<file path="config.mk">
export PLATFORM = sky130hd
export DESIGN_NAME = rrb_ctrl
export DESIGN_NICKNAME = d
export VERILOG_FILES = /design/src/design/assert_macros.svh /design/src/design/rrb_pkg.sv /design/src/design/rrb_ctrl.sv
export SDC_FILE = /design/constraint.sdc
export NUM_CORES = 1
export LEC_CHECK = 0
export BUFFER_PORTS_ARGS = -buffer_cell sky130_fd_sc_hd__buf_2
export CAP_MARGIN = 20
export CORE_MARGIN = 5
export CORE_UTILIZATION = 35
export CTS_BUF_LIST = sky130_fd_sc_hd__clkbuf_16
export DETAILED_ROUTE_END_ITERATION = 7
export GPL_TIMING_DRIVEN = 0
export PLACE_DENSITY = 0.59
export SLEW_MARGIN = 20
export SYNTH_ARGS = -nofsm -noshare
export SYNTH_HDL_FRONTEND = slang
export SYNTH_SLANG_ARGS = --single-unit
</file>
<file path="constraint.sdc">
create_clock -name clk -period 13.7 [get_ports clk]
set_clock_uncertainty 0.2 [all_clocks]
set_input_delay 2.055 -clock clk [delete_from_list [all_inputs] [get_ports clk]]
set_output_delay 2.055 -clock clk [all_outputs]
set_load 0.02 [all_outputs]
</file>
<file path="src/design/assert_macros.svh">
// Assertion helpers for the receive ring buffer.
// Both macros expect a clock named clk and a synchronous reset named rst in scope.
`ifndef ASSERT_MACROS_SVH
`define ASSERT_MACROS_SVH

// Property must hold at every clock edge outside reset.
`define RRB_ASSERT(lbl, prop, msg) \
  lbl: assert property (@(posedge clk) disable iff (rst) (prop)) else $error(msg);

// Expression must never be true outside reset.
`define RRB_ASSERT_NEVER(lbl, expr, msg) \
  `RRB_ASSERT(lbl, !(expr), msg)

`endif

</file>
<file path="src/design/rrb_pkg.sv">
`timescale 1ns / 1ps

package rrb_pkg;

  // Ring depth, a power of two; pointers carry one extra lap bit
  localparam int DEPTH   = 1024;
  localparam int ADDR_W  = $clog2(DEPTH);
  localparam int PTR_W   = ADDR_W + 1;
  localparam int FIELD_W = 11;
  localparam int CMP_W   = (PTR_W > FIELD_W) ? PTR_W : FIELD_W;

  localparam logic [7:0] XOFF_CHAR = 8'h13;
  localparam logic [7:0] XON_CHAR  = 8'h11;

  localparam logic [FIELD_W-1:0] STOP_RESET   = FIELD_W'(128);
  localparam logic [FIELD_W-1:0] RESUME_RESET = FIELD_W'(256);

  // Configuration register indexes
  localparam logic [1:0] CFG_FLOW_ENABLE = 2'd0;
  localparam logic [1:0] CFG_STOP_BELOW  = 2'd1;
  localparam logic [1:0] CFG_RESUME_ABOVE = 2'd2;

  // Item functions
  localparam logic FUNC_RECEIVE = 1'b0;
  localparam logic FUNC_READ    = 1'b1;

  typedef struct packed {
    logic               flow_enable;
    logic [FIELD_W-1:0] stop_free_below;
    logic [FIELD_W-1:0] resume_free_above;
  } rrb_cfg_t;

  typedef struct packed {
    logic              wr_en;
    logic [ADDR_W-1:0] wr_addr;
    logic [7:0]        wr_data;
    logic              rd_en;
    logic [ADDR_W-1:0] rd_addr;
  } rrb_mem_req_t;

  typedef struct packed {
    logic             read_valid;
    logic             ctrl_valid;
    logic [7:0]       ctrl_byte;
    logic             overflow;
    logic [CMP_W-1:0] fill;
    logic             stopped;
  } rrb_result_t;

endpackage

</file>
<file path="src/design/rrb_ctrl.sv">
`timescale 1ns / 1ps

// Head/tail pointers, XON/XOFF decision and buffer access requests
module rrb_ctrl (
  input  logic                 clk,
  input  logic                 rst,
  input  logic                 accept,
  input  logic                 func,
  input  logic [7:0]           rx_byte,
  input  rrb_pkg::rrb_cfg_t    cfg,
  output rrb_pkg::rrb_mem_req_t mem_req,
  output rrb_pkg::rrb_result_t result
);

  // pointer = {lap, index}
  logic [rrb_pkg::PTR_W-1:0] head, head_next;
  logic [rrb_pkg::PTR_W-1:0] tail, tail_next;
  logic                      held, held_next;

  logic                      laps_differ, empty, full, laps_differ_next;
  logic [rrb_pkg::PTR_W-1:0] fill_next;
  logic [rrb_pkg::CMP_W-1:0] fill_ext, free_ext, stop_ext, resume_ext;
  logic                      ctrl_valid;
  logic [7:0]                ctrl_byte;

  assign laps_differ = head[rrb_pkg::ADDR_W] != tail[rrb_pkg::ADDR_W];
  assign empty = head == tail;
  assign full  = laps_differ && (head[rrb_pkg::ADDR_W-1:0] == tail[rrb_pkg::ADDR_W-1:0]);

  // pointer advance; index wraps into the lap bit
  always_comb begin
    head_next = head;
    tail_next = tail;
    if (func == rrb_pkg::FUNC_RECEIVE) begin
      if (!full) begin
        head_next = head + rrb_pkg::PTR_W'(1);
      end
    end else begin
      if (!empty) begin
        tail_next = tail + rrb_pkg::PTR_W'(1);
      end
    end
  end

  // occupancy and free space after the step
  assign laps_differ_next = head_next[rrb_pkg::ADDR_W] != tail_next[rrb_pkg::ADDR_W];
  assign fill_next  = head_next - tail_next;
  assign fill_ext   = rrb_pkg::CMP_W'(fill_next);
  assign free_ext   = rrb_pkg::CMP_W'(rrb_pkg::DEPTH) - fill_ext;
  assign stop_ext   = rrb_pkg::CMP_W'(cfg.stop_free_below);
  assign resume_ext = rrb_pkg::CMP_W'(cfg.resume_free_above);

  // flow control decision
  always_comb begin
    held_next  = held;
    ctrl_valid = 1'b0;
    ctrl_byte  = 8'h00;
    if (func == rrb_pkg::FUNC_RECEIVE) begin
      if (!held && cfg.flow_enable && laps_differ_next && (free_ext < stop_ext)) begin
        held_next  = 1'b1;
        ctrl_valid = 1'b1;
        ctrl_byte  = rrb_pkg::XOFF_CHAR;
      end
    end else begin
      if (held && (!laps_differ_next || (free_ext > resume_ext))) begin
        held_next  = 1'b0;
        ctrl_valid = 1'b1;
        ctrl_byte  = rrb_pkg::XON_CHAR;
      end
    end
  end

  assign result.ctrl_valid = ctrl_valid;
  assign result.ctrl_byte  = ctrl_byte;
  assign result.read_valid = (func == rrb_pkg::FUNC_READ) && !empty;
  assign result.overflow   = (func == rrb_pkg::FUNC_RECEIVE) && full;
  assign result.fill       = fill_ext;
  assign result.stopped    = held_next;

  // buffer accesses for the accepted word
  assign mem_req.wr_en   = accept && (func == rrb_pkg::FUNC_RECEIVE) && !full;
  assign mem_req.wr_addr = head[rrb_pkg::ADDR_W-1:0];
  assign mem_req.wr_data = rx_byte;
  assign mem_req.rd_en   = accept && result.read_valid;
  assign mem_req.rd_addr = tail[rrb_pkg::ADDR_W-1:0];

  always_ff @(posedge clk) begin
    if (rst) begin
      head <= '0;
      tail <= '0;
      held <= 1'b0;
    end else if (accept) begin
      head <= head_next;
      tail <= tail_next;
      held <= held_next;
    end
  end

endmodule

</file>
Yosys cells after proc, flatten, opt, wreduce, memory -nomap -nowiden
Index checks and enable logic that the tools add are counted.
- latch bits: 0
- memory bits (read-only): 0
- bits of input ports: 35
- output and inout bits: 53
- memory bits (writable): 0
- register bits after elaboration: 23
- memories: 0
- bitwise gates (word level): 1
- divide/modulo/power cells: 0
- $lt $le $gt $ge: 2
- add/subtract/negate cells: 4
- $mul: 0
- reduce and logical (&&, ||, !) cells: 15
- shifts and indexed selects: 0
- eq/ne operators: 4
- multiplexer cells: 13
- operators with widths (operator ; number):
    $mux 11 ; 4
    $add 11x1->11 const B ; 2
    $eq 11x11->1 ; 1
    $gt 11x11->1 ; 1
    $lt 11x11->1 ; 1
    $sub 11x11->11 ; 1
    $sub 11x11->11 const A ; 1
    $eq 10x10->1 ; 1
    $logic_and 1x1->1 ; 10
    $mux 5 ; 2
    $mux 8 ; 1
    $mux 1 ; 6
    $logic_not 1->1 ; 4
    $ne 1x1->1 ; 2
    $logic_or 1x1->1 ; 1
    $not 1->1 ; 1

Longest topological paths before layout
Gate-level depths: netlist of run 1.
- depth after elaboration: 11
- depth in mapped cells: 25

Worst setup path before layout of run 1
No wires, ideal clock.
- kind: input-to-output
- from: in func
- to: out result[0] (netlist name)
- path slack: 3885 ps
- buffers on the path: 2
- cell stages on the path: 18
- data arrival time: 7560 ps
- data required time: 11445 ps
- cells stage by stage: clkbuf_1 inv_1 a31oi_1 and4_1 and3_1 and3_1 xnor2_1 ha_1 nand3_1 o211a_1 o311ai_0 nor4_2 xor2_1 ha_1 or4b_2 nor3_1 nand2b_1 buf_4
- RTL lines (item ; line ; source):
    from (decl) ; rrb_ctrl.sv:8 ; input logic func,
    to (decl) ; rrb_ctrl.sv:12 ; output rrb_pkg::rrb_result_t result

==> results of run 1 <==
==> cell type report <==
type,count,share of cell area
buffer,56,0.0980
clock buffer,3,0.0200
clock inverter,1,0.00133
inverter,36,0.0360
multi-input combinational,301,0.589
sequential,23,0.123
tap,108,0.0360
timing repair buffer,73,0.0974
==> flip-flops by register name, indices dropped and copies added, names as in the netlist <==
name and flops:
head 11, held 1, tail 11
==> cell usage after synthesis, types with 6 or more instances <==
master	instances
sky130_fd_sc_hd__and3_1	9
sky130_fd_sc_hd__nor2_1	37
sky130_fd_sc_hd__buf_4	38
sky130_fd_sc_hd__clkbuf_1	9
sky130_fd_sc_hd__nand4_1	8
sky130_fd_sc_hd__ha_1	34
sky130_fd_sc_hd__xnor2_1	27
sky130_fd_sc_hd__xor2_1	38
sky130_fd_sc_hd__inv_1	36
sky130_fd_sc_hd__nand3_1	9
sky130_fd_sc_hd__nand2_1	30
sky130_fd_sc_hd__o21ai_0	7
sky130_fd_sc_hd__nor3_1	14
sky130_fd_sc_hd__a21oi_1	11
sky130_fd_sc_hd__dfxtp_1	23
sky130_fd_sc_hd__nand2b_1	6
sky130_fd_sc_hd__buf_2	6
==> logic make-up after synthesis <==
family	Yosys count	share of synthesized area
flops	23	0.146
xor+xnor	66	0.185
buf+inv	92	0.159
mux	2	0.00674
simple gates	136	0.225
other cells	1	0.00119
fa+ha+maj	34	0.135
compound gates	58	0.142
==> where the power goes <==
part	internal, mW	switching (mW)	leakage (nW)	total, mW
Clock	0.0393	0.0253	0.0409	0.0646
Sequential	0.0677	0.00149	0.186	0.0692
Combinational	0.0729	0.0908	1.78	0.164
Total	0.180	0.118	2.01	0.297
==> worst max-delay path, stage by stage <==
cell                       delay, ns
sky130_fd_sc_hd__buf_2          0.11
sky130_fd_sc_hd__clkbuf_1       0.40
sky130_fd_sc_hd__inv_1          0.11
sky130_fd_sc_hd__a31oi_1        0.52
sky130_fd_sc_hd__and4_1         0.34
sky130_fd_sc_hd__xnor2_1        0.11
sky130_fd_sc_hd__ha_1           0.35
sky130_fd_sc_hd__nand2b_1       0.15
sky130_fd_sc_hd__o221ai_1       0.12
sky130_fd_sc_hd__nor3_1         0.47
sky130_fd_sc_hd__nand2b_1       0.19
sky130_fd_sc_hd__or4_4          0.58
sky130_fd_sc_hd__nor4_2         0.25
sky130_fd_sc_hd__xor2_1         0.13
sky130_fd_sc_hd__ha_1           0.19
sky130_fd_sc_hd__or4b_2         0.63
sky130_fd_sc_hd__nor3_1         0.25
sky130_fd_sc_hd__a21o_1         0.16
sky130_fd_sc_hd__buf_4          0.11
sky130_fd_sc_hd__buf_2          0.15
==> worst max path at each step <==
stage,start,endpoint,slack [ns],cells past startpoint
3_5_place_dp,func,result[13],4.07,20
4_1_cts,func,result[13],4.07,20
3_3_place_gp,func,result[17],4.12,21
2_1_floorplan,func,result[0],3.88,18
5_1_grt,func,result[13],3.65,23
6_report,func,result[13],4.08,20
==> layer usage <==
metal,share of wire,vias up
met1,0.46,1350
met2,0.46,86
met3,0.064,6
met4,0.0089,0
li1,-,1530
met5,0,-
==> cell usage in the layout, fill, tap and decap left out, types with 11 or more instances in the layout <==
| cell type | n |
|---|---|
| sky130_fd_sc_hd__ha_1 | 34 |
| sky130_fd_sc_hd__dfxtp_1 | 23 |
| sky130_fd_sc_hd__inv_1 | 36 |
| sky130_fd_sc_hd__xor2_1 | 38 |
| sky130_fd_sc_hd__nand2_1 | 30 |
| sky130_fd_sc_hd__nor3_1 | 14 |
| sky130_fd_sc_hd__nor2_1 | 37 |
| sky130_fd_sc_hd__buf_2 | 79 |
| sky130_fd_sc_hd__xnor2_1 | 27 |
| sky130_fd_sc_hd__a21oi_1 | 11 |
| sky130_fd_sc_hd__buf_4 | 38 |
==> metrics by stage <==
stage / worst slack [ns] / cell area [um^2]
finish: 4.08 / 3750
global route: 3.65 / 3750
CTS: 4.07 / 3750
detailed placement: 4.07 / 3670
global placement: 4.12 / 3670
floorplan: 3.88 / 3170
==> impl_metrics.sql, run 1 <==
INSERT INTO impl_metrics (metric_group, metric, value, unit) VALUES
('outcome', 'run_status', 'complete, no violations', ''),
('min_path', 'min-delay-path-class', 'flip-flop to flip-flop', ''),
('setup_path', 'critPathKind', 'input port to primary output', ''),
('run', 'max_cap_violations', '0', ''),
('timing', 'finalSetupViolCount', '0', ''),
('min_path', 'holdPathStages', '2', ''),
('clocking', 'cts_hold_repair.buffers', '0', ''),
('setup_path', 'worstPathMaxFanout', '10', ''),
('routing', 'drtIter0Drc', '65', ''),
('layout', 'drive_above_1_share', '0.272', ''),
('timing', 'grt_setup_unrepaired', 'false', ''),
('global_routing', 'grt_use_met3', '0.0247', ''),
('clocking', 'cts_tree', 'built', ''),
('timing', 'tightestPinTransition', '0.903', 'ns'),
('min_path', 'hp-start', 'held', ''),
('yosys', 'mapped_cells', '412', ''),
('yosys', 'synth_area_leader_cell', 'sky130_fd_sc_hd__dfxtp_1', ''),
('floorplanning', 'fp.dieArea', '11000', 'um^2'),
('global_routing', 'antenna_violations_before_repair', '0', ''),
('clocking', 'cts.repair.resized', '0', ''),
('timing', 'final_period_minus_worst_setup_slack', '9.62', 'ns'),
('yosys', 'yosys.area.top_type_share', '0.146', ''),
('global_routing', 'gr-usage-all-layers', '0.136', ''),
('floorplanning', 'die_width', '105', 'um'),
('power', 'total_leakage_power', '2.01', 'nW'),
('routing', 'drt-wirelength-per-cell', '12.6', 'um'),
('yosys', 'async_flop_share', '0', ''),
('yosys', 'yosys_warnings', '0', ''),
('setup_path', 'critPathArrivalTime', '7.36', 'ns'),
('setup_path', 'critical_path_required', '11.44', 'ns'),
('yosys', 'netlist_area', '3160', 'um^2'),
('routing', 'detailedRoute.firstPassIterationCount', '4', ''),
('clocking', 'cts-buffers-inserted', '3', ''),
('setup_path', 'timing.critical_path.to_type', 'primary output', ''),
('setup_path', 'rr_endpoint', 'held', ''),
('routing', 'wirelength', '7560', 'um'),
('setup_path', 'critical_path.reg2reg.startpoint', 'tail[4]', ''),
('global_routing', 'met2_usage', '0.226', ''),
('layout', 'multiInputGateArea', '2210', 'um^2'),
('timing', 'max_freq', '0.104', 'GHz'),
('routing', 'detail-route-antenna-nets', '0', ''),
('yosys', 'synth_flop_cell', 'sky130_fd_sc_hd__dfxtp_1', ''),
('clocking', 'clock_latency', '0.26', 'ns'),
('floorplanning', 'fp-row-count', '34', ''),
('global_routing', 'global_route.usage.met1', '0.185', ''),
('clocking', 'post_cts.repair.setup_buffers', '0', ''),
('placement', 'gp_congestion', '0.928', ''),
('setup_path', 'critical_path.startpoint_type', 'input port', ''),
('clocking', 'clock_buffer_depth', '2', ''),
('routing', 'detailroute.via_count', '2972', ''),
('timing', 'maxSlewHeadroom', '0.391', ''),
('yosys', 'postSynthRegisterBits', '23', ''),
('clocking', 'clk_transition_reported_paths', '0.06', 'ns'),
('power', 'ir_worst_vdd', '0.0433', 'mV'),
('timing', 'final.setup.tns', '0', 'ns'),
('layout', 'syn2layout_area_growth', '18.9', '%'),
('global_routing', 'grt_first_pass_wirelength', '13000', 'um'),
('yosys', 'netlist_top_cells_area', 'sky130_fd_sc_hd__dfxtp_1, sky130_fd_sc_hd__ha_1, sky130_fd_sc_hd__xor2_1', ''),
('power', 'p_per_cell_area', '79.3', 'nW/um^2'),
('layout', 'finalNonFillerCells', '601', ''),
('clocking', 'numClockSinks', '23', ''),
('routing', 'detail_route.vias_per_cell', '4.95', ''),
('floorplanning', 'design.portCount', '88', ''),
('clocking', 'cts-htree-levels', '1', ''),
('power', 'total_power', '0.297', 'mW'),
('global_routing', 'gr-total-overflow', '0', ''),
('layout', 'antenna_cells_inserted', '0', ''),
('placement', 'portBuffers', '73', ''),
('setup_path', 'timing.reg2reg.setup_slack', '7.74', 'ns'),
('placement', 'detailedPlacementHpwl', '6400', 'um'),
('global_routing', 'globalRoute.busiestLayer', 'met2', '');
(Power assumes the default switching activity.)
==> run 2, diff against run 1 <==
--- a/config.mk
+++ b/config.mk
@@ -12,7 +12,7 @@
 export CTS_BUF_LIST = sky130_fd_sc_hd__clkbuf_16
 export DETAILED_ROUTE_END_ITERATION = 7
 export GPL_TIMING_DRIVEN = 0
-export PLACE_DENSITY = 0.59
+export PLACE_DENSITY = 0.61
 export SLEW_MARGIN = 20
 export SYNTH_ARGS = -nofsm -noshare
 export SYNTH_HDL_FRONTEND = slang
==> constraint.sdc (replaced) <==
create_clock -name clk -period 7.85 [get_ports clk]
set_clock_uncertainty 0.2 [all_clocks]
set_input_delay 1.1775 -clock clk [delete_from_list [all_inputs] [get_ports clk]]
set_output_delay 1.1775 -clock clk [all_outputs]
set_load 0.02 [all_outputs]
==> impl_metrics.sql, run 2 (same netlist as run 1, synthesis figures left out) <==
INSERT INTO impl_metrics (metric_group, metric, value, unit) VALUES
('min_path', 'hp-start', 'held', ''),
('floorplanning', 'fp-row-count', '34', ''),
('clocking', 'cts-buffers-inserted', '3', ''),
('layout', 'layout_commonest_cell', 'sky130_fd_sc_hd__buf_2', ''),
('power', 'p_per_cell_area', '138', 'nW/um^2'),
('setup_path', 'critical_path_required', '6.47', 'ns'),
('global_routing', 'grt_start_max_net_pins', '14', ''),
('power', 'ir_worst_vdd', '0.0660', 'mV'),
('clocking', 'clk_transition_reported_paths', '0.06', 'ns'),
('timing', 'slew_violations', '0', ''),
('clocking', 'cts_hold_repair.buffers', '0', ''),
('global_routing', 'gr-total-overflow', '0', ''),
('global_routing', 'grt_first_pass_wirelength', '12600', 'um'),
('routing', 'detailedRoute.firstPassIterationCount', '4', ''),
('routing', 'wirelength', '7580', 'um'),
('layout', 'finalNonFillerCells', '602', ''),
('routing', 'detail-route-antenna-nets', '0', ''),
('setup_path', 'worstPathMaxFanout', '12', ''),
('timing', 'holdWs', '0.322', 'ns'),
('timing', 'maxSlewHeadroom', '0.452', ''),
('power', 'total_power', '0.519', 'mW'),
('outcome', 'run_status', 'complete, no violations', ''),
('setup_path', 'timing.critical_path.to_type', 'primary output', ''),
('clocking', 'cts_tree', 'built', ''),
('timing', 'final_period_minus_worst_setup_slack', '7.45', 'ns'),
('placement', 'gp_congestion', '0.907', ''),
('setup_path', 'setup.worst_path.start', 'func', ''),
('power', 'total_leakage_power', '2.02', 'nW'),
('floorplanning', 'core_area', '8760', 'um^2'),
('layout', 'drive_above_1_share', '0.277', ''),
('layout', 'antenna_cells_inserted', '0', ''),
('min_path', 'min-delay-path-class', 'flip-flop to flip-flop', ''),
('floorplanning', 'die_width', '105', 'um'),
('floorplanning', 'floorplan.initialDensity', '0.360', ''),
('timing', 'final.setup.tns', '0', 'ns'),
('routing', 'detailroute.via_count', '2948', ''),
('clocking', 'numClockSinks', '23', ''),
('routing', 'detail_route.drc_violations', '0', ''),
('timing', 'finalSetupViolCount', '0', ''),
('setup_path', 'critical_path.reg2reg.startpoint', 'head[6]', ''),
('global_routing', 'gr-usage-all-layers', '0.132', ''),
('clocking', 'clock_latency', '0.26', 'ns'),
('setup_path', 'critical_path.startpoint_type', 'input port', ''),
('clocking', 'clock_buffer_depth', '2', ''),
('floorplanning', 'vertical_die_dimension', '105', 'um'),
('layout', 'finalNetCount', '564', ''),
('clocking', 'cts-htree-levels', '1', ''),
('layout', 'fill_cells', '932', ''),
('layout', 'layout_common_cells', 'sky130_fd_sc_hd__buf_2, sky130_fd_sc_hd__buf_4, sky130_fd_sc_hd__xor2_1, sky130_fd_sc_hd__nor2_1, sky130_fd_sc_hd__inv_1', ''),
('global_routing', 'number_of_global_route_vias_before_repair', '2827', ''),
('placement', 'detailedPlacementHpwl', '6340', 'um'),
('global_routing', 'antenna_violations_before_repair', '0', ''),
('setup_path', 'critPathArrivalTime', '6.07', 'ns'),
('floorplanning', 'fp.dieArea', '11000', 'um^2'),
('timing', 'final-hold-violation-count', '0', ''),
('placement', 'place.detailed.instances', '597', ''),
('timing', 'grt_setup_unrepaired', 'false', ''),
('run', 'max_cap_violations', '0', ''),
('timing', 'max_freq', '0.134', 'GHz'),
('clocking', 'cts-root-buf', 'sky130_fd_sc_hd__clkbuf_16', ''),
('placement', 'portBuffers', '73', ''),
('routing', 'drt-wirelength-per-cell', '12.6', 'um'),
('routing', 'drtIter0Drc', '90', ''),
('setup_path', 'critPathKind', 'input port to primary output', ''),
('floorplanning', 'design.portCount', '88', ''),
('layout', 'syn2layout_area_growth', '19.4', '%'),
('timing', 'post-route-period-util', '0.948', ''),
('routing', 'detail_route.vias_per_cell', '4.90', ''),
('layout', 'top_regs', 'head: 11 flops, tail: 11 flops, held: 1 flops', ''),
('timing', 'tightestPinTransition', '0.810', 'ns');
[run 2: worst max-delay path, stage by stage]
cell                       delay, ns
sky130_fd_sc_hd__buf_2          0.23
sky130_fd_sc_hd__inv_1          0.09
sky130_fd_sc_hd__a31oi_2        0.35
sky130_fd_sc_hd__and4_1         0.30
sky130_fd_sc_hd__xnor2_1        0.10
sky130_fd_sc_hd__ha_1           0.35
sky130_fd_sc_hd__nor2b_1        0.19
sky130_fd_sc_hd__nor2_1         0.05
sky130_fd_sc_hd__a21oi_1        0.32
sky130_fd_sc_hd__xor2_1         0.19
sky130_fd_sc_hd__nand2b_1       0.23
sky130_fd_sc_hd__or4_4          0.58
sky130_fd_sc_hd__nor4_2         0.26
sky130_fd_sc_hd__xor2_1         0.13
sky130_fd_sc_hd__ha_1           0.19
sky130_fd_sc_hd__or4b_2         0.62
sky130_fd_sc_hd__nor3_1         0.27
sky130_fd_sc_hd__a21o_1         0.17
sky130_fd_sc_hd__buf_4          0.11
sky130_fd_sc_hd__buf_2          0.15
[run 2: path summary, 6_finish.rpt]
check | end | slack, ns | depth (start not counted)
worst min register to register | held | 0.32 | 2
worst max-delay path | result[17] | 0.40 | 20
worst max register to register | held | 2.05 | 19
worst min-delay path | held | 0.32 | 2
[run 2: area by class of cell]
type	count	area (um^2)	share of cell area
multi-input combinational	301	2210	0.587
sequential	23	460	0.122
timing repair buffer	75	380	0.101
buffer	55	364	0.0966
inverter	36	135	0.0358
tap	108	135	0.0358
clock buffer	3	75.1	0.0199
clock inverter	1	5.00	0.00133
[run 2: routing by layer]
metal | track usage | wire length, um
met1 | 0.175 | 3570
met2 | 0.230 | 3630
met3 | 0.0197 | 353
met4 | 0.0219 | 27
met5 | 0 | 0
[run 2: what timing repair did]
action | CTS | global route
endpoints found under the setup margin | 4 | 5
pin swaps | 0 | 1
buffers inserted | 0 | 2
gates resized for setup | 1 | 0
[run 2: stage by stage]
stage	util	setup WS, ns	cell area, um^2
after global placement	0.419	0.0398	3670
final	0.430	0.405	3770
after floorplan	-	0.0320	3170
after global routing	0.430	0.0283	3770
after CTS	0.429	0.0880	3760
after detailed placement	0.419	-0.0605	3670
[run 2: where the power goes]
group | total [mW] | leakage [nW] | switching [mW] | internal (mW)
clock | 0.112 | 0.0409 | 0.0435 | 0.0686
combinational | 0.286 | 1.79 | 0.159 | 0.128
sequential | 0.121 | 0.186 | 0.00262 | 0.118
total | 0.519 | 2.02 | 0.205 | 0.314
